**src/hw/rtl/csv_record_encoder_assert.svh**
```systemverilog
// Assertion macros for the CSV record encoder.
`ifndef CSV_RECORD_ENCODER_ASSERT_SVH
`define CSV_RECORD_ENCODER_ASSERT_SVH

// Consequent must hold in the same cycle as the antecedent.
`define CSVENC_ASSERT_SAME(label, clk, rst_n, ante, cons, msg) \
    label: assert property (@(posedge clk) disable iff (!rst_n) (ante) |-> (cons)) \
        else $error(msg);

// Consequent must hold in the cycle after the antecedent.
`define CSVENC_ASSERT_NEXT(label, clk, rst_n, ante, cons, msg) \
    label: assert property (@(posedge clk) disable iff (!rst_n) (ante) |=> (cons)) \
        else $error(msg);

`endif

```
**src/hw/rtl/csvenc_pkg.sv**
```systemverilog
// Shared constants and control types for the CSV record encoder.
package csvenc_pkg;

    localparam int CELL_BYTES = 16;
    localparam int ADDR_W     = (CELL_BYTES > 1) ? $clog2(CELL_BYTES) : 1;
    localparam int CNT_W      = $clog2(CELL_BYTES + 1);

    localparam logic [1:0] KIND_DATA       = 2'd0;
    localparam logic [1:0] KIND_CELL_END   = 2'd1;
    localparam logic [1:0] KIND_RECORD_END = 2'd2;

    localparam logic [7:0] QUOTE_CH      = 8'h22;
    localparam logic [7:0] CR_CH         = 8'h0D;
    localparam logic [7:0] LF_CH         = 8'h0A;
    localparam logic [7:0] SEP_RESET_VAL = 8'd44;

    typedef enum logic [1:0] {
        SEL_SEP   = 2'd0,
        SEL_QUOTE = 2'd1,
        SEL_DATA  = 2'd2,
        SEL_LF    = 2'd3
    } byte_sel_t;

    typedef struct packed {
        logic      accept_data;
        logic      accept_close;
        logic      end_record;
        logic      advance;
        logic      emit;
        logic      last;
        byte_sel_t sel;
    } cmd_t;

    typedef struct packed {
        logic first;
        logic quote;
        logic end_record;
        logic cnt_zero;
        logic last_idx;
        logic data_is_quote;
        logic out_free;
    } status_t;

endpackage

```
**src/hw/rtl/csvenc_ifs.sv**
```systemverilog
// Channel interfaces: cell input, CSV text output, separator write.
interface csvenc_cell_if;
    logic       valid;
    logic       ready;
    logic [1:0] kind;
    logic [7:0] cell_byte;

    modport source (output valid, output kind, output cell_byte, input ready);
    modport sink (input valid, input kind, input cell_byte, output ready);
endinterface

interface csvenc_text_if;
    logic       valid;
    logic       ready;
    logic [7:0] out_byte;
    logic       last_of_run;
    logic       truncated;

    modport source (output valid, output out_byte, output last_of_run, output truncated,
                    input ready);
    modport sink (input valid, input out_byte, input last_of_run, input truncated,
                  output ready);
endinterface

interface csvenc_cfg_if;
    logic       valid;
    logic       ready;
    logic [7:0] separator;

    modport source (output valid, output separator, input ready);
    modport sink (input valid, input separator, output ready);
endinterface

```
**src/hw/rtl/csvenc_datapath.sv**
```systemverilog
// Datapath: cell buffer, cell flags, close snapshot and output register.
module csvenc_datapath (
    input  logic                clk,
    input  logic                rst_n,
    input  csvenc_pkg::cmd_t    cmd,
    output csvenc_pkg::status_t status,
    input  logic [7:0]          cell_byte,
    input  logic                cfg_we,
    input  logic [7:0]          cfg_data,
    input  logic                out_ready,
    output logic                out_valid,
    output logic [7:0]          out_byte,
    output logic                out_last,
    output logic                out_trunc
);

    logic [7:0] mem [csvenc_pkg::CELL_BYTES];
    logic [7:0] rd_data_reg;

    logic [7:0] sep_reg, sep_next;
    logic [csvenc_pkg::CNT_W-1:0] fill_reg, fill_next;
    logic special_reg, special_next;
    logic first_reg, first_next;
    logic ovf_reg, ovf_next;

    logic [csvenc_pkg::CNT_W-1:0] cnt_reg, cnt_next;
    logic [csvenc_pkg::CNT_W-1:0] idx_reg, idx_next;
    logic quote_reg, quote_next;
    logic efirst_reg, efirst_next;
    logic eor_reg, eor_next;
    logic trunc_reg, trunc_next;

    logic out_valid_reg, out_valid_next;
    logic [7:0] out_byte_reg;
    logic out_last_reg;
    logic out_trunc_reg;

    logic       has_room;
    logic       is_special;
    logic [7:0] emit_byte;

    assign has_room   = fill_reg < csvenc_pkg::CNT_W'(csvenc_pkg::CELL_BYTES);
    assign is_special = (cell_byte == sep_reg) || (cell_byte == csvenc_pkg::QUOTE_CH)
                     || (cell_byte == csvenc_pkg::CR_CH) || (cell_byte == csvenc_pkg::LF_CH);

    always_comb
    begin
        sep_next     = cfg_we ? cfg_data : sep_reg;
        fill_next    = fill_reg;
        special_next = special_reg;
        first_next   = first_reg;
        ovf_next     = ovf_reg;
        cnt_next     = cnt_reg;
        idx_next     = idx_reg;
        quote_next   = quote_reg;
        efirst_next  = efirst_reg;
        eor_next     = eor_reg;
        trunc_next   = trunc_reg;
        if (cmd.accept_data)
        begin
            if (has_room)
            begin
                fill_next    = fill_reg + csvenc_pkg::CNT_W'(1);
                special_next = special_reg | is_special;
            end
            else
            begin
                ovf_next = 1'b1;
            end
        end
        if (cmd.accept_close)
        begin
            cnt_next     = fill_reg;
            idx_next     = '0;
            quote_next   = special_reg
                        || (cmd.end_record && first_reg && (fill_reg == '0));
            efirst_next  = first_reg;
            eor_next     = cmd.end_record;
            trunc_next   = ovf_reg;
            fill_next    = '0;
            special_next = 1'b0;
            ovf_next     = 1'b0;
            first_next   = cmd.end_record;
        end
        if (cmd.advance)
        begin
            idx_next = idx_reg + csvenc_pkg::CNT_W'(1);
        end
    end

    always_comb
    begin
        unique case (cmd.sel)
            csvenc_pkg::SEL_SEP:   emit_byte = sep_reg;
            csvenc_pkg::SEL_QUOTE: emit_byte = csvenc_pkg::QUOTE_CH;
            csvenc_pkg::SEL_DATA:  emit_byte = rd_data_reg;
            csvenc_pkg::SEL_LF:    emit_byte = csvenc_pkg::LF_CH;
            default:               emit_byte = sep_reg;
        endcase
    end

    assign status.out_free = !out_valid_reg || out_ready;

    always_comb
    begin
        out_valid_next = out_valid_reg;
        if (cmd.emit)
        begin
            out_valid_next = 1'b1;
        end
        else if (out_ready)
        begin
            out_valid_next = 1'b0;
        end
    end

    always_ff @(posedge clk or negedge rst_n)
    begin
        if (!rst_n)
        begin
            sep_reg       <= csvenc_pkg::SEP_RESET_VAL;
            fill_reg      <= '0;
            special_reg   <= 1'b0;
            first_reg     <= 1'b1;
            ovf_reg       <= 1'b0;
            cnt_reg       <= '0;
            idx_reg       <= '0;
            quote_reg     <= 1'b0;
            efirst_reg    <= 1'b1;
            eor_reg       <= 1'b0;
            trunc_reg     <= 1'b0;
            out_valid_reg <= 1'b0;
        end
        else
        begin
            sep_reg       <= sep_next;
            fill_reg      <= fill_next;
            special_reg   <= special_next;
            first_reg     <= first_next;
            ovf_reg       <= ovf_next;
            cnt_reg       <= cnt_next;
            idx_reg       <= idx_next;
            quote_reg     <= quote_next;
            efirst_reg    <= efirst_next;
            eor_reg       <= eor_next;
            trunc_reg     <= trunc_next;
            out_valid_reg <= out_valid_next;
        end
    end

    always_ff @(posedge clk)
    begin
        if (cmd.accept_data && has_room)
        begin
            mem[fill_reg[csvenc_pkg::ADDR_W-1:0]] <= cell_byte;
        end
        rd_data_reg <= mem[idx_reg[csvenc_pkg::ADDR_W-1:0]];
        if (cmd.emit)
        begin
            out_byte_reg  <= emit_byte;
            out_last_reg  <= cmd.last;
            out_trunc_reg <= trunc_reg;
        end
    end

    assign status.first         = efirst_reg;
    assign status.quote         = quote_reg;
    assign status.end_record    = eor_reg;
    assign status.cnt_zero      = (cnt_reg == '0);
    assign status.last_idx      = ((idx_reg + csvenc_pkg::CNT_W'(1)) == cnt_reg);
    assign status.data_is_quote = (rd_data_reg == csvenc_pkg::QUOTE_CH);

    assign out_valid = out_valid_reg;
    assign out_byte  = out_byte_reg;
    assign out_last  = out_last_reg;
    assign out_trunc = out_trunc_reg;

endmodule

```
**src/hw/rtl/csvenc_ctrl.sv**
```systemverilog
// Controller: sequences cell intake and the bytes of each closed cell.
module csvenc_ctrl (
    input  logic                clk,
    input  logic                rst_n,
    input  logic                in_valid,
    input  logic [1:0]          kind,
    output logic                in_ready,
    input  csvenc_pkg::status_t status,
    output csvenc_pkg::cmd_t    cmd
);

    typedef enum logic [6:0] {
        ST_IDLE   = 7'b0000001,
        ST_START  = 7'b0000010,
        ST_SEP    = 7'b0000100,
        ST_OPEN   = 7'b0001000,
        ST_BYTE   = 7'b0010000,
        ST_LOAD   = 7'b0100000,
        ST_CLOSEQ = 7'b1000000
    } state_t;

    state_t state_reg, state_next;
    logic   dbl_reg, dbl_next;
    logic   lf_reg, lf_next;

    state_t after_bytes;
    state_t after_sep;
    state_t after_open;
    logic   lf_after;

    // Successor states after each byte phase; the record LF is sent from idle through lf_reg
    always_comb
    begin
        lf_after    = status.end_record;
        after_bytes = status.quote ? ST_CLOSEQ : ST_IDLE;
        after_open  = status.cnt_zero ? after_bytes : ST_BYTE;
        after_sep   = status.quote ? ST_OPEN : after_open;
    end

    always_comb
    begin
        state_next   = state_reg;
        dbl_next     = dbl_reg;
        lf_next      = lf_reg;
        in_ready     = 1'b0;
        cmd          = '0;
        cmd.sel      = csvenc_pkg::SEL_SEP;
        unique case (state_reg)
            ST_IDLE:
            begin
                if (lf_reg)
                begin
                    if (status.out_free)
                    begin
                        cmd.emit = 1'b1;
                        cmd.last = 1'b1;
                        cmd.sel  = csvenc_pkg::SEL_LF;
                        lf_next  = 1'b0;
                    end
                end
                else
                begin
                    in_ready = 1'b1;
                    if (in_valid)
                    begin
                        unique case (kind)
                            csvenc_pkg::KIND_DATA:
                            begin
                                cmd.accept_data = 1'b1;
                            end
                            csvenc_pkg::KIND_CELL_END:
                            begin
                                cmd.accept_close = 1'b1;
                                state_next       = ST_START;
                            end
                            csvenc_pkg::KIND_RECORD_END:
                            begin
                                cmd.accept_close = 1'b1;
                                cmd.end_record   = 1'b1;
                                state_next       = ST_START;
                            end
                            default:
                            begin
                                state_next = ST_IDLE;
                            end
                        endcase
                    end
                end
            end
            ST_START:
            begin
                dbl_next = 1'b0;
                if (!status.first)
                begin
                    state_next = ST_SEP;
                end
                else if (status.quote)
                begin
                    state_next = ST_OPEN;
                end
                else if (!status.cnt_zero)
                begin
                    state_next = ST_BYTE;
                end
                else
                begin
                    state_next = after_bytes;
                    lf_next    = lf_after;
                end
            end
            ST_SEP:
            begin
                if (status.out_free)
                begin
                    cmd.emit   = 1'b1;
                    cmd.sel    = csvenc_pkg::SEL_SEP;
                    cmd.last   = (after_sep == ST_IDLE) && !lf_after;
                    state_next = after_sep;
                    if (after_sep == ST_IDLE)
                    begin
                        lf_next = lf_after;
                    end
                end
            end
            ST_OPEN:
            begin
                if (status.out_free)
                begin
                    cmd.emit   = 1'b1;
                    cmd.sel    = csvenc_pkg::SEL_QUOTE;
                    state_next = after_open;
                end
            end
            ST_BYTE:
            begin
                if (status.out_free)
                begin
                    cmd.emit = 1'b1;
                    if (status.quote && status.data_is_quote && !dbl_reg)
                    begin
                        cmd.sel  = csvenc_pkg::SEL_QUOTE;
                        dbl_next = 1'b1;
                    end
                    else
                    begin
                        cmd.sel  = csvenc_pkg::SEL_DATA;
                        dbl_next = 1'b0;
                        if (status.last_idx)
                        begin
                            cmd.last   = (after_bytes == ST_IDLE) && !lf_after;
                            state_next = after_bytes;
                            if (after_bytes == ST_IDLE)
                            begin
                                lf_next = lf_after;
                            end
                        end
                        else
                        begin
                            cmd.advance = 1'b1;
                            state_next  = ST_LOAD;
                        end
                    end
                end
            end
            ST_LOAD:
            begin
                state_next = ST_BYTE;
            end
            ST_CLOSEQ:
            begin
                if (status.out_free)
                begin
                    cmd.emit   = 1'b1;
                    cmd.sel    = csvenc_pkg::SEL_QUOTE;
                    cmd.last   = !lf_after;
                    lf_next    = lf_after;
                    state_next = ST_IDLE;
                end
            end
            default:
            begin
                state_next = ST_IDLE;
            end
        endcase
    end

    always_ff @(posedge clk or negedge rst_n)
    begin
        if (!rst_n)
        begin
            state_reg <= ST_IDLE;
            dbl_reg   <= 1'b0;
            lf_reg    <= 1'b0;
        end
        else
        begin
            state_reg <= state_next;
            dbl_reg   <= dbl_next;
            lf_reg    <= lf_next;
        end
    end

endmodule

```
**src/hw/rtl/csv_record_encoder.sv**
```systemverilog
// CSV record encoder top level: wires controller, datapath and channels.
//
// Cell bytes arrive as transactions on the cells channel and are buffered,
// one per cycle while the block is idle, in a 16-byte cell buffer; bytes
// beyond that are dropped and every byte of that cell's output is marked
// truncated. An end-of-cell or end-of-record transaction closes the cell
// and the block stops taking input until all of its text has been handed
// to the output register: a dispatch step, then the separator unless the
// cell opens a record, the opening quote of a quoted cell, each buffered
// byte with any doubled quote, the closing quote and, at the end of a
// record, the LF. Each buffered byte but the last needs a load step, as
// the buffer has a single registered read port; output stalls add to this.
// The separator register (reset ',') may be written only while idle.
`include "csv_record_encoder_assert.svh"

module csv_record_encoder (
    input  logic          clk,
    input  logic          rst_n,
    csvenc_cell_if.sink   cells,
    csvenc_text_if.source text,
    csvenc_cfg_if.sink    cfg
);

    csvenc_pkg::cmd_t    cmd;
    csvenc_pkg::status_t status;
    logic                in_fire;
    logic                last_emit;

    assign cfg.ready = 1'b1;
    assign in_fire   = cells.valid && cells.ready;
    assign last_emit = cmd.emit && cmd.last;

    csvenc_ctrl u_ctrl (
        .clk      (clk),
        .rst_n    (rst_n),
        .in_valid (cells.valid),
        .kind     (cells.kind),
        .in_ready (cells.ready),
        .status   (status),
        .cmd      (cmd)
    );

    csvenc_datapath u_datapath (
        .clk       (clk),
        .rst_n     (rst_n),
        .cmd       (cmd),
        .status    (status),
        .cell_byte (cells.cell_byte),
        .cfg_we    (cfg.valid && cfg.ready),
        .cfg_data  (cfg.separator),
        .out_ready (text.ready),
        .out_valid (text.valid),
        .out_byte  (text.out_byte),
        .out_last  (text.last_of_run),
        .out_trunc (text.truncated)
    );

    `CSVENC_ASSERT_SAME(a_emit_into_free, clk, rst_n, cmd.emit, status.out_free, "output busy")
    `CSVENC_ASSERT_SAME(a_no_emit_on_accept, clk, rst_n, in_fire, !cmd.emit, "emit on input")
    `CSVENC_ASSERT_NEXT(a_last_frees_in, clk, rst_n, last_emit, cells.ready, "input held")

endmodule

```
**src/flat_wrapper.sv**
```systemverilog
// flat-port wrapper written by rule: the top's interface ports become plain ports
module csv_record_encoder_flat 
  (clk, rst_n, cells_valid, cells_kind, cells_cell_byte, cells_ready, text_valid, text_out_byte, text_last_of_run, text_truncated, text_ready, cfg_valid, cfg_separator, cfg_ready);
  csvenc_cell_if cells_i ();
  csvenc_text_if text_i ();
  csvenc_cfg_if cfg_i ();
  input  logic clk;
  input  logic rst_n;
  input wire logic [$bits(cells_i.valid)-1:0] cells_valid;
  input wire logic [$bits(cells_i.kind)-1:0] cells_kind;
  input wire logic [$bits(cells_i.cell_byte)-1:0] cells_cell_byte;
  output wire logic [$bits(cells_i.ready)-1:0] cells_ready;
  output wire logic [$bits(text_i.valid)-1:0] text_valid;
  output wire logic [$bits(text_i.out_byte)-1:0] text_out_byte;
  output wire logic [$bits(text_i.last_of_run)-1:0] text_last_of_run;
  output wire logic [$bits(text_i.truncated)-1:0] text_truncated;
  input wire logic [$bits(text_i.ready)-1:0] text_ready;
  input wire logic [$bits(cfg_i.valid)-1:0] cfg_valid;
  input wire logic [$bits(cfg_i.separator)-1:0] cfg_separator;
  output wire logic [$bits(cfg_i.ready)-1:0] cfg_ready;
  assign cells_i.valid = cells_valid;
  assign cells_i.kind = cells_kind;
  assign cells_i.cell_byte = cells_cell_byte;
  assign cells_ready = cells_i.ready;
  assign text_valid = text_i.valid;
  assign text_out_byte = text_i.out_byte;
  assign text_last_of_run = text_i.last_of_run;
  assign text_truncated = text_i.truncated;
  assign text_i.ready = text_ready;
  assign cfg_i.valid = cfg_valid;
  assign cfg_i.separator = cfg_separator;
  assign cfg_ready = cfg_i.ready;
  csv_record_encoder u_core (.clk(clk), .rst_n(rst_n), .cells(cells_i), .text(text_i), .cfg(cfg_i));
endmodule
```
**config.mk**
```make
export PLATFORM = sky130hd
export DESIGN_NAME = csv_record_encoder_flat
export DESIGN_NICKNAME = d
export VERILOG_FILES = /design/src/hw/rtl/csvenc_pkg.sv /design/src/hw/rtl/csvenc_ifs.sv /design/src/hw/rtl/csvenc_datapath.sv /design/src/hw/rtl/csvenc_ctrl.sv /design/src/hw/rtl/csv_record_encoder.sv /design/src/flat_wrapper.sv
export VERILOG_INCLUDE_DIRS = /design/src /design/src/hw/rtl
export SDC_FILE = /design/constraint.sdc
export NUM_CORES = 1
export LEC_CHECK = 0
export ABC_AREA = 0
export BUFFER_PORTS_ARGS = -buffer_cell sky130_fd_sc_hd__buf_4
export CAP_MARGIN = 20
export CORE_UTILIZATION = 55
export CTS_CLUSTER_SIZE = 24
export DETAILED_ROUTE_END_ITERATION = 6
export PLACE_DENSITY = 0.75
export SKIP_CTS_REPAIR_TIMING = 1
export SLEW_MARGIN = 25
export SYNTH_ARGS = -nofsm -noshare
export SYNTH_HDL_FRONTEND = slang
export SYNTH_SLANG_ARGS = --single-unit
```
**constraint.sdc**
```tcl
create_clock -name clk -period 2.45 [get_ports clk]
set_input_delay 0.245 -clock clk [delete_from_list [all_inputs] [get_ports clk]]
set_output_delay 0.245 -clock clk [all_outputs]
set_load 0.02 [all_outputs]
```
Word-level counts from Yosys, hierarchy flattened
Memory sizes are Yosys's and may differ from the RTL's. A register that Yosys moved wholly into a read port is not among the register bits.
Cells that the tools add are included.
{ "op_classes": {"n_reduce_logical": 31, "addsub": 2, "n_lt_le_gt_ge": 1, "bitwise_logic": 1, "n_eq_ne": 35, "n_mux": 70} }
{ "op_table": {"columns": ["cell", "count"], "rows": [
  ["2-to-1 mux 7 bit", 12],
  ["case mux 7 bit (7 select lines)", 1],
  ["2-to-1 mux 1 bit", 36],
  ["case mux 8 bit (4 select lines)", 1],
  ["2-to-1 mux 5 bit", 6],
  ["== test 7 x 1 -> 1 bit (second input constant)", 3],
  ["inequality test 2 bit (second input constant)", 9],
  ["== test 8 x 4 -> 1 bit (second input constant)", 2],
  ["== test 8 x 6 -> 1 bit (second input constant)", 2],
  ["2-to-1 mux 4 bit", 4],
  ["case mux 7 bit (2 select lines)", 1],
  ["inequality test 2 x 1 -> 1 bit (second input constant)", 6],
  ["AND reduction 11 bit", 1],
  ["adder 5 x 1 -> 5 bit (second input constant)", 2],
  ["logical NOT 5 bit", 2],
  ["case mux 1 bit (5 select lines)", 2],
  ["case mux 2 bit (5 select lines)", 1],
  ["nonzero test 2 bit", 5],
  ["2-to-1 mux 3 bit", 3],
  ["== test 8 bit", 1],
  ["AND reduction 8 bit", 1],
  ["== test 7 x 2 -> 1 bit (second input constant)", 1],
  ["== test 7 x 3 -> 1 bit (second input constant)", 1],
  ["== test 7 x 4 -> 1 bit (second input constant)", 1],
  ["18 further kinds", 36]
]} }
{ "totals": {"memories": 1, "out_inout_bits": 13, "ff_bits": 50, "ramBits": 128, "wordCells": 159, "in_bits": 23} }
{ "memory_table": {"columns": ["memory", "words", "width", "rd", "rd_ports_with_merged_regs", "write_ports", "line_no", "text"], "rows": [
  ["u_core.u_datapath.mem", 16, 8, 1, 1, 1, "csvenc_datapath.sv:17", "logic [7:0] mem [csvenc_pkg::CELL_BYTES];"]
]} }

Logic depth before layout (Yosys ltp)
Gate-level depths: netlist of run 1.
{ "logic_depth": {"ltp_word": 9, "ltp_mapped": 9, "ltp_nobuf": 7} }

Hierarchy
From an unflattened synthesis of run 1, not the netlist that was laid out.
{ "unflattened": {"cells_unflattened": 552, "hier_area_um2": 8137.8} }
{ "by_module_without_submodules": {"columns": ["module", "instances", "area_each_um2", "cells_each", "seq_area_each_um2"], "rows": [
  ["csvenc_datapath", 1, 7225.7, 432, 5086.1],
  ["csvenc_ctrl", 1, 900.9, 118, 226.5],
  ["csv_record_encoder", 1, 11.3, 2, 0.0]
]} }

Worst setup path before layout of run 1
No wires, ideal clock.
{ "synth_timing": {"path_kind": "register to register", "start": "register u_core.u_ctrl.state_reg[6]", "end": "memory u_core.u_datapath.mem[3][0] (enable)", "t_arrival_ns": 2.240, "stages_incl_launch_ff": 7, "n_path_buf": 1, "period_less_slack_ns": 2.623, "setup_slack_ns": -0.173, "setup_time_ns": 0.383, "required_ns": 2.067, "cell_sequence": "dfrtp_1 -> clkbuf_1 -> nor4_2 -> nand4_1 -> nor3_2 -> nand2_1 -> nor3_1"} }
{ "synth_via": {"elab_chain_cells": 5} }
{ "synth_rtl": {"columns": ["item", "line_no", "text"], "rows": [
  ["start: declaration", "csvenc_ctrl.sv:22", "state_t state_reg, state_next;"],
  ["start signal: assignment", "csvenc_ctrl.sv:197", "state_reg <= state_next;"],
  ["== test 7 x 1 -> 1 bit", "csvenc_ctrl.sv:48", "unique case (state_reg)"],
  ["2-to-1 mux 3 bit", "csvenc_ctrl.sv:48", null],
  ["logical AND 1 bit", "csvenc_datapath.sv:153", "if (cmd.accept_data && has_room)"],
  ["2-to-1 mux 1 bit", "csvenc_datapath.sv:153", null],
  ["2-to-1 mux 1 bit (not written as such)", "csvenc_datapath.sv:155", "mem[fill_reg[csvenc_pkg::ADDR_W-1:0]] <= cell_byte;"],
  ["end: declaration", "csvenc_datapath.sv:17", null]
]} }
No other way between the ends.

Worst setup path in the final report of run 1
{ "layout_timing": {"start": "register u_core.u_ctrl.state_reg[6]", "end": "register u_core.u_datapath.out_byte_reg[5], in the netlist u_core.u_datapath.out_byte[5], data pin"} }
{ "layout_via": {"elab_chain_cells": 4, "elab_cells_between_ends": 11, "cone_classes": "eq/ne (8); mux (2); reduce/logical (1)"} }
{ "layout_rtl": {"columns": ["item", "line_no", "text"], "rows": [
  ["== test 7 bit, or another cell as far along", "csvenc_ctrl.sv:48", null],
  ["case mux 2 bit (5 select lines) (*)", "csvenc_ctrl.sv:48", null],
  ["== test 2 bit, or another cell as far along", "csvenc_datapath.sv:93", "unique case (cmd.sel)"],
  ["case mux 8 bit (4 select lines) (*)", "csvenc_datapath.sv:93", null],
  ["net u_core.u_datapath.emit_byte[5]", "csvenc_datapath.sv:40", "logic [7:0] emit_byte;"],
  ["end signal: assignment", "csvenc_datapath.sv:160", "out_byte_reg <= emit_byte;"],
  ["end: declaration", "csvenc_datapath.sv:34", "logic [7:0] out_byte_reg;"]
]} }
The timed path passes the listed nets; every way through them passes the cells marked *.
A chain may end at the register's enable or synchronous reset.

==> metrics, run 1 <==
result of the run=finished, final reports clean; largest vdd supply drop=0.832 mV; initial cell density of the core=0.570; Maximum Capacitance Violations=0; drt first pass iters=5; CORE AREA=0.0140 mm^2; Worst setup SP type=register; number of different library cells in the post-synthesis netlist=60; Die Wd=122 um; Yosys warning total=0; Die Y-Extent=122 um; static leakage power=3.36 nW; number of flip-flops in the largest register=128; Sink Count=186; Largest stage delay, worst path=540 ps; Antenna Cells=0; cell-by-cell listing of the critical path=or3_4 -> or4_1 -> nor2_1 -> o31ai_2 -> a21oi_1 -> a31oi_1; critical path endpoint category=register; proportion of synthesized chip area in sequential cells=0.666; EDFF count, synth=138; number of input and output port buffers inserted=34; Post-Syn Area per Cell=15.4 um^2; clock period minus worst slack=2290 ps; RSZ-0062 raised after global routing=no; most common cell after layout, fill and taps aside=edfxtp_1; fmax=438 MHz; via count of the first global-routing pass=4615; CTS buffer count=17; post-DR vias/cell=6.04; type of the tightest min-delay check=input pin to register; critical path data required time=2600 ps; cell family with the largest share of critical-path delay=simple AND/OR/NAND/NOR gates; top fanout value on the critical path=10; crit share post-route=0.933; max-slew violation count=0; kind of critical path=register to register; detailed router's first-iteration violation count=543; number of core rows=43; Clock Tree Root=clkbuf_16; synthesis-to-finish area growth=15.8%; largest net degree at the start of global routing=41; Layout Utilization=0.660; maximum root-to-sink buffer count=2; CTS tree=built; placed cells=744; Max Clock Skew=6.58 ps; total number of vias=4692; worst-margin pin slew=686 ps; number of cells in the finished layout apart from fillers=777; proportion of register bits with asynchronous set or reset after synthesis=0.215; half-perimeter wire length of the detailed placement result=11400 um; worst slew margin relative to its limit=0.540; Final #Nets=614; final hold violation count=0; placer congestion estimate=0.955; sum of routed wire length over all layers=16900 um; wire length per cell=21.7 um; post-place instance area=0.00865 mm^2; Mapped Area=0.00798 mm^2; CTS clk-pin slew, worst paths=70 ps; number of storage elements in the synthesis netlist=186; initial antenna violation count=1; total power per unit cell area=877 mW/mm^2; buffers and inverters on the worst path=0; count of final setup violators=0; total congestion overflow=0; GRT Util Overall=0.244; maximum level of the CTS H-tree=4; antenna-violating nets left=0; hold slack=53.3 ps; Critical Path AT=2440 ps; fraction of layout cells with a size suffix above 1=0.283; # IOs=36; ys flop type=edfxtp_1; number of DRC violations after detailed routing=0; number of nets in the synthesized netlist=547; most frequent cells in the layout=138 x edfxtp_1, 74 x buf_4, 50 x nand2_1; Critical Path Slowest Stage Cell=or4_1; Worst-Skew Late Latency=430 ps; global-route wire length before repair=26100 um; cell count after synthesis=517; area enclosed by the die boundary=0.0150 mm^2; post-route cell area=0.00923 mm^2
## metrics by stage
stage	TNS [ps]	total power, W	worst slack (ps)
2_1_floorplan	-2450	0.00489	-153
3_3_place_gp	0	0.00548	183
3_5_place_dp	0	0.00551	147
4_1_cts	0	0.00813	135
5_1_grt	0	0.00839	16.9
6_report	0	0.00810	164
## path summary, 6_finish.rpt
kind                                                         start                                  endpoint  slack [ps]  cells after the start
setup / recovery            u_core.u_ctrl.state_reg[6]$_DFFE_PN0P_   u_core.u_datapath.out_byte[5]$_DFFE_PP_         160                      6
hold / removal                                    cfg_separator[7]  u_core.u_datapath.sep_reg[7]$_DFFE_PN0P_          50                      2
setup reg to reg            u_core.u_ctrl.state_reg[6]$_DFFE_PN0P_   u_core.u_datapath.out_byte[5]$_DFFE_PP_         160                      6
hold reg to reg            u_core.u_datapath.first_reg$_DFFE_PN1P_   u_core.u_datapath.first_reg$_DFFE_PN1P_         480                      2
max in group asynchronous                                    rst_n  u_core.u_datapath.idx_reg[0]$_DFFE_PN0P_        1720                      2
min in group asynchronous                                    rst_n    u_core.u_ctrl.state_reg[2]$_DFFE_PN0P_         330                      2
## routing by layer
metal,part of all wire,global-route usage,up-vias,wire [um]
met1,0.44,0.342,2357,7390
met4,0.013,0.0732,0,222
li1,-,-,2113,-
met5,0,0,-,0
met2,0.48,0.388,201,8150
met3,0.067,0.0488,21,1140
## cell type report
| cell class | instances | area, um^2 |
|---|---|---|
| Sequential cell | 186 | 5310 |
| Fill cell | 976 | 4750 |
| Multi-Input combinational cell | 289 | 2490 |
| Timing Repair Buffer | 76 | 586 |
| Clock buffer | 17 | 425 |
| Tap cell | 180 | 225 |
| Clock inverter | 15 | 143 |
| Inverter | 14 | 52.6 |
## Yosys cell counts, types with 3 or more instances
| cell | count | area, um^2 |
|---|---|---|
| a21oi_1 | 10 | 50.1 |
| a22oi_1 | 3 | 22.5 |
| a31oi_1 | 4 | 25.0 |
| and3_1 | 6 | 37.5 |
| buf_2 | 4 | 20.0 |
| clkbuf_1 | 20 | 75.1 |
| dfrtp_1 | 34 | 851 |
| dfstp_2 | 6 | 158 |
| dfxtp_1 | 8 | 160 |
| edfxtp_1 | 138 | 4140 |
| ha_1 | 7 | 87.6 |
| inv_1 | 14 | 52.6 |
| mux2_2 | 8 | 90.1 |
| mux4_2 | 40 | 901 |
| nand2_1 | 50 | 188 |
| nand2b_1 | 6 | 37.5 |
| nand3_1 | 11 | 55.1 |
| nor2_1 | 32 | 120 |
| nor2b_1 | 7 | 43.8 |
| nor3_1 | 12 | 60.1 |
| nor3b_1 | 5 | 37.5 |
| nor4_1 | 3 | 18.8 |
| nor4b_1 | 4 | 35.0 |
| o21a_1 | 3 | 22.5 |
| o21ai_0 | 17 | 85.1 |
| o41ai_1 | 4 | 35.0 |
| or4_1 | 3 | 22.5 |
| xnor2_1 | 6 | 52.6 |
| xor2_1 | 13 | 114 |
## worst reg2reg max path: stages (launching register included)
cell,delay (ps)
dfrtp_1,380
or3_4,420
or4_1,550
nor2_1,220
o31ai_2,200
a21oi_1,190
a31oi_1,50
## kinds of logic after synthesis
| family | count (synthesis) | share of synthesized area |
|---|---|---|
| fa+ha+maj | 7 | 0.0110 |
| xor+xnor | 21 | 0.0265 |
| buf+inv | 42 | 0.0232 |
| mux | 50 | 0.127 |
| simple gates | 154 | 0.0996 |
| compound gates | 56 | 0.0463 |
| flops | 186 | 0.666 |
| other cells | 1 | 0.000470 |
## power by group
part           leakage [nW]  switching (W)  internal (W)
Sequential             1.83       0.000169       0.00361
Clock                 0.280        0.00121       0.00142
Combinational          1.25       0.000928      0.000755
Total                  3.36        0.00231       0.00579
Power figures use the tool's default switching activity.
==> run 2, diff against run 1 <==
CELL_PAD_IN_SITES_DETAIL_PLACEMENT = 0   (was not set)
CELL_PAD_IN_SITES_GLOBAL_PLACEMENT = 2   (was not set)
CORE_UTILIZATION = 41   (was 55)
PLACE_DENSITY = not set   (was 0.75)
PLACE_DENSITY_LB_ADDON = 0.1   (was not set)
==> metrics, run 2 (synthesis results as in run 1) <==
result of the run=finished, final reports clean; area enclosed by the die boundary=0.0200 mm^2; maximum root-to-sink buffer count=2; CORE AREA=0.0189 mm^2; max-slew violation count=0; number of DRC violations after detailed routing=0; CTS clk-pin slew, worst paths=80 ps; worst hold path depth=3; synthesis-to-finish area growth=18.2%; number of input and output port buffers inserted=34; Sink Count=186; most common cell after layout, fill and taps aside=edfxtp_1; # IOs=36; fraction of layout cells with a size suffix above 1=0.292; layout filler cell count=1624; critical path data required time=2590 ps; wire length per cell=19.9 um; Final #Nets=613; largest net degree at the start of global routing=41; crit share post-route=0.926; detailed router's first-iteration violation count=226; final hold violation count=0; startpoint of the most critical hold path=cfg_separator[5]; Hold EP=u_core.u_datapath.sep_reg[5]$_DFFE_PN1P_; CTS buffer count=17; multi-input logic area=0.00251 mm^2; cell depth of the worst flop-to-flop path=8; Worst setup SP type=register; top fanout value on the critical path=11; initial antenna violation count=0; total number of vias=4503; worst-margin pin slew=669 ps; clock period minus worst slack=2270 ps; count of final setup violators=0; initial cell density of the core=0.422; Critical Path AT=2400 ps; beginning of the worst register-to-register path=u_core.u_ctrl.state_reg[6]$_DFFE_PN0P_; FF/Latch Area=0.00531 mm^2; hold slack=34.7 ps; RSZ-0062 raised after global routing=no; Layout Utilization=0.499; kind of critical path=register to register; post-DR vias/cell=5.26; half-perimeter wire length of the detailed placement result=12100 um; via count of the first global-routing pass=4806; Worst-Skew Late Latency=440 ps; most frequent cells in the layout=138 x edfxtp_1, 72 x buf_4, 50 x nand2_1; static leakage power=3.40 nW; Maximum Capacitance Violations=0; number of core rows=50; Clock Tree Root=clkbuf_16; CTS tree=built; type of the tightest min-delay check=input pin to register; placer congestion estimate=0.856; GRT Util Overall=0.186; fmax=441 MHz; worst slew margin relative to its limit=0.551; antenna-violating nets left=0; total power per unit cell area=884 mW/mm^2; sum of routed wire length over all layers=17000 um; total congestion overflow=0; critical path endpoint category=register; Die Wd=141 um; R2R setup slack=180 ps; largest vdd supply drop=0.437 mV; global-route wire length before repair=27400 um; Max Clock Skew=13.8 ps; Die Y-Extent=141 um; drt first pass iters=4; reg2reg end=u_core.u_datapath.mem[2][6]$_DFFE_PP_; number of flip-flops in the largest register=128; Antenna Cells=0; maximum level of the CTS H-tree=4
run 2: report_power, final:
group	switching, W	total [W]	internal [W]	leakage (nW)
clock	0.00145	0.00290	0.00145	0.310
sequential	0.000168	0.00377	0.00360	1.83
combinational	0.000923	0.00167	0.000749	1.26
run 2: area by class of cell:
cell class / count / share of cell area
sequential: 186 / 0.564
clock buffer: 17 / 0.0451
timing repair buffer: 75 / 0.0626
clock inverter: 15 / 0.0226
multi-input combinational: 289 / 0.266
tap: 260 / 0.0345
inverter: 14 / 0.00557
run 2: worst max-delay path, cell delays in order, from the launching register on:
cell and delay [ps]:
dfrtp_1 390, buf_4 180, nor4_2 300, nand4_1 240, nor3_2 170, buf_4 170, nand2_1 120, nor3_1 180
buf_4 220
run 2: metal layers:
layer | track usage | share of wire
met5 | 0 | 0
met4 | 0.0617 | 0.014
met3 | 0.0493 | 0.043
met2 | 0.301 | 0.49
met1 | 0.244 | 0.45
run 2: stage by stage:
stage          total power, W  setup WS (ps)  setup TNS, ps  cell area [um^2]  std cells
2_1_floorplan         0.00489           -153          -2450              7980        517
3_3_place_gp          0.00551            104              0              8750        823
3_5_place_dp          0.00551            128              0              8750        823
4_1_cts               0.00842            108              0              9390        855
5_1_grt               0.00871           25.7              0              9430        856
6_report              0.00834            181              0              9430        856
run 2: worst max path at each step:
stage / start / slack [ps] / cells past startpoint / endpoint
after floorplan: u_core.u_ctrl.state_reg[6]$_DFFE_PN0P_ / -150 / 6 / u_core.u_datapath.mem[1][0]$_DFFE_PP_
after global routing: u_core.u_ctrl.state_reg[6]$_DFFE_PN0P_ / 30 / 8 / u_core.u_datapath.mem[2][6]$_DFFE_PP_
after detailed placement: u_core.u_ctrl.state_reg[5]$_DFFE_PN0P_ / 130 / 5 / u_core.u_datapath.out_byte[5]$_DFFE_PP_
after global placement: u_core.u_ctrl.state_reg[6]$_DFFE_PN0P_ / 100 / 8 / u_core.u_datapath.mem[1][2]$_DFFE_PP_
after CTS: u_core.u_ctrl.state_reg[5]$_DFFE_PN0P_ / 110 / 5 / u_core.u_datapath.out_byte[5]$_DFFE_PP_
final: u_core.u_ctrl.state_reg[6]$_DFFE_PN0P_ / 180 / 8 / u_core.u_datapath.mem[2][6]$_DFFE_PP_
==> run 3, diff against run 2 <==
CORE_MARGIN = 4   (was not set)
CORE_UTILIZATION = 40   (was 41)
REMOVE_ABC_BUFFERS = 1   (was not set)
SYNTH_HIERARCHICAL = 1   (was not set)
==> metrics, run 3 <==
drt first pass iters=6; most frequent cells in the layout=138 x edfxtp_1, 74 x buf_4, 38 x mux2i_1; Die Wd=151 um; cell depth of the worst flop-to-flop path=10; fraction of layout cells with a size suffix above 1=0.304; worst setup slack after layout=63.7 ps; Die Y-Extent=151 um; half-perimeter wire length of the detailed placement result=13300 um; RSZ-0062 raised after global routing=yes; antenna-violating nets left=0; EDFF count, synth=138; CORE AREA=0.0197 mm^2; CTS clk-pin slew, worst paths=70 ps; static leakage power=3.51 nW; proportion of synthesized chip area in sequential cells=0.653; FF/Latch Area=0.00531 mm^2; initial cell density of the core=0.413; startpoint of the most critical hold path=cfg_separator[4]; largest net degree at the start of global routing=41; Final #Nets=655; post-DR vias/cell=5.38; worst slew margin relative to its limit=0.634; final hold violation count=0; fmax=419 MHz; kind of critical path=register to register; proportion of register bits with asynchronous set or reset after synthesis=0.215; number of different library cells in the post-synthesis netlist=62; number of cells in the finished layout apart from fillers=903; Critical Path AT=2530 ps; global-route wire length before repair=29300 um; Layout Utilization=0.491; maximum root-to-sink buffer count=2; critical path endpoint category=register; placed cells=867; Post-Syn Area per Cell=14.7 um^2; largest vdd supply drop=0.562 mV; CTS tree=built; Worst-Skew Late Latency=430 ps; post-place instance area=0.00888 mm^2; most common cell after layout, fill and taps aside=edfxtp_1; crit path launch=u_core/u_ctrl/state_reg[6]$_DFFE_PN0P_; layout filler cell count=1686; Area contributors post-synth=edfxtp_1 51%, dfrtp_1 10%, mux2i_1 4.7%; Clock Tree Root=clkbuf_16; number of storage elements in the synthesis netlist=186; synthesis-to-finish area growth=19.0%; Mapped Area=0.00814 mm^2; Sink Count=186; beginning of the worst register-to-register path=u_core/u_ctrl/state_reg[6]$_DFFE_PN0P_; number of input and output port buffers inserted=34; Yosys warning total=6; worst-margin pin slew=541 ps; fraction of synthesized cell area taken by the top area cell type=0.509; CTS buffer count=17; Antenna Cells=0; critical path data required time=2600 ps; max-slew violation count=0; most frequent cells after synthesis=138 x edfxtp_1, 38 x mux2i_1, 38 x nor2_1; total power per unit cell area=897 mW/mm^2; result of the run=finished, final reports clean; wire length per cell=21.2 um; Max Clock Skew=7.31 ps; type of the tightest min-delay check=input pin to register; cell count after synthesis=552; multi-input logic area=0.00268 mm^2; worst hold path depth=2; setup slack after placement=-289 ps; area enclosed by the die boundary=0.0227 mm^2; ys flop type=edfxtp_1; post-route cell area=0.00968 mm^2; top fanout value on the critical path=8; setup total negative slack=0 ps; GRT Util Overall=0.177; # IOs=36; placer congestion estimate=0.829; number of core rows=51; initial antenna violation count=0; total number of vias=4856; sum of routed wire length over all layers=19100 um; Worst setup SP type=register; maximum level of the CTS H-tree=4; count of final setup violators=0; crit share post-route=0.974; number of flip-flops in the largest register=128; leading area contributor after synthesis=edfxtp_1; Maximum Capacitance Violations=0; most frequent cell after synthesis=edfxtp_1; clock period minus worst slack=2390 ps; detailed router's first-iteration violation count=382; via count of the first global-routing pass=4797; total congestion overflow=0; number of DRC violations after detailed routing=0
run 3: cell count changes after synthesis, sizes merged, moves of 7 or more:
cell / before / now
nand2b: 6 / 13
buf: 8 / 20
a221oi: 0 / 16
nand2: 50 / 27
clkbuf: 20 / 13
mux2: 8 / 16
a22oi: 3 / 11
mux4: 40 / 16
mux2i: 2 / 38
run 3: layer usage:
metal,vias to the layer above,wire length (um),global-route usage
met1,2461,8930,0.257
met4,0,288,0.0512
met2,130,9050,0.274
li1,2244,-,-
met5,-,0,0
met3,21,871,0.0298
run 3: path summary, 6_finish.rpt:
check                                                      endpoint  slack (ps)
setup / recovery              u_core/u_datapath/mem[2][4]$_DFFE_PP_          60
hold / removal             u_core/u_datapath/sep_reg[4]$_DFFE_PN0P_          40
setup reg to reg              u_core/u_datapath/mem[2][4]$_DFFE_PP_          60
hold reg to reg               u_core/u_datapath/out_trunc$_DFFE_PP_         450
max in group asynchronous  u_core/u_datapath/idx_reg[0]$_DFFE_PN0P_        1690
min in group asynchronous  u_core/u_datapath/sep_reg[1]$_DFFE_PN0P_         340
run 3: final cells by class:
type	instances	area share
inverters	16	0.00620
well taps	265	0.0343
repair buffers	87	0.0737
flip-flops and latches	186	0.549
clock buffers	17	0.0439
multi-input cells	317	0.276
clock inverters	15	0.0167
run 3: worst max-delay path, stage by stage, from the launching register on:
cell and delay [ps]:
dfrtp_1 400, or3_4 410, nor2_4 110, nand3_2 100
nor3b_2 210, and2_4 180, nor2b_4 140, buf_8 150
nand2_4 100, nor3_2 140, buf_6 170
run 3: through the flow:
stage | hold WS (ps) | total power, W
2_1_floorplan | -50.6 | 0.00507
3_3_place_gp | 276 | 0.00588
3_5_place_dp | 291 | 0.00588
4_1_cts | -202 | 0.00860
5_1_grt | 32.3 | 0.00910
6_report | 45.0 | 0.00868
run 3: logic make-up (layout without fill, tap and decap cells):
group / count (synthesis) / after routing / synth area share
AO/OA/AOI/OAI: 85 / 85 / 0.0795
XOR/XNOR: 24 / 24 / 0.0268
other: 1 / 1 / 0.000461
buffers and inverters: 49 / 135 / 0.0354
multiplexers: 70 / 70 / 0.113
AND/OR/NAND/NOR: 130 / 130 / 0.0812
flip-flops: 186 / 186 / 0.653
adder cells (fa/ha/maj): 7 / 7 / 0.0108
run 3: power breakdown:
group	internal (W)	switching, W	leakage [nW]
sequential	0.00364	0.000160	1.83
combinational	0.000973	0.00119	1.39
clock	0.00145	0.00128	0.285
total	0.00606	0.00262	3.51
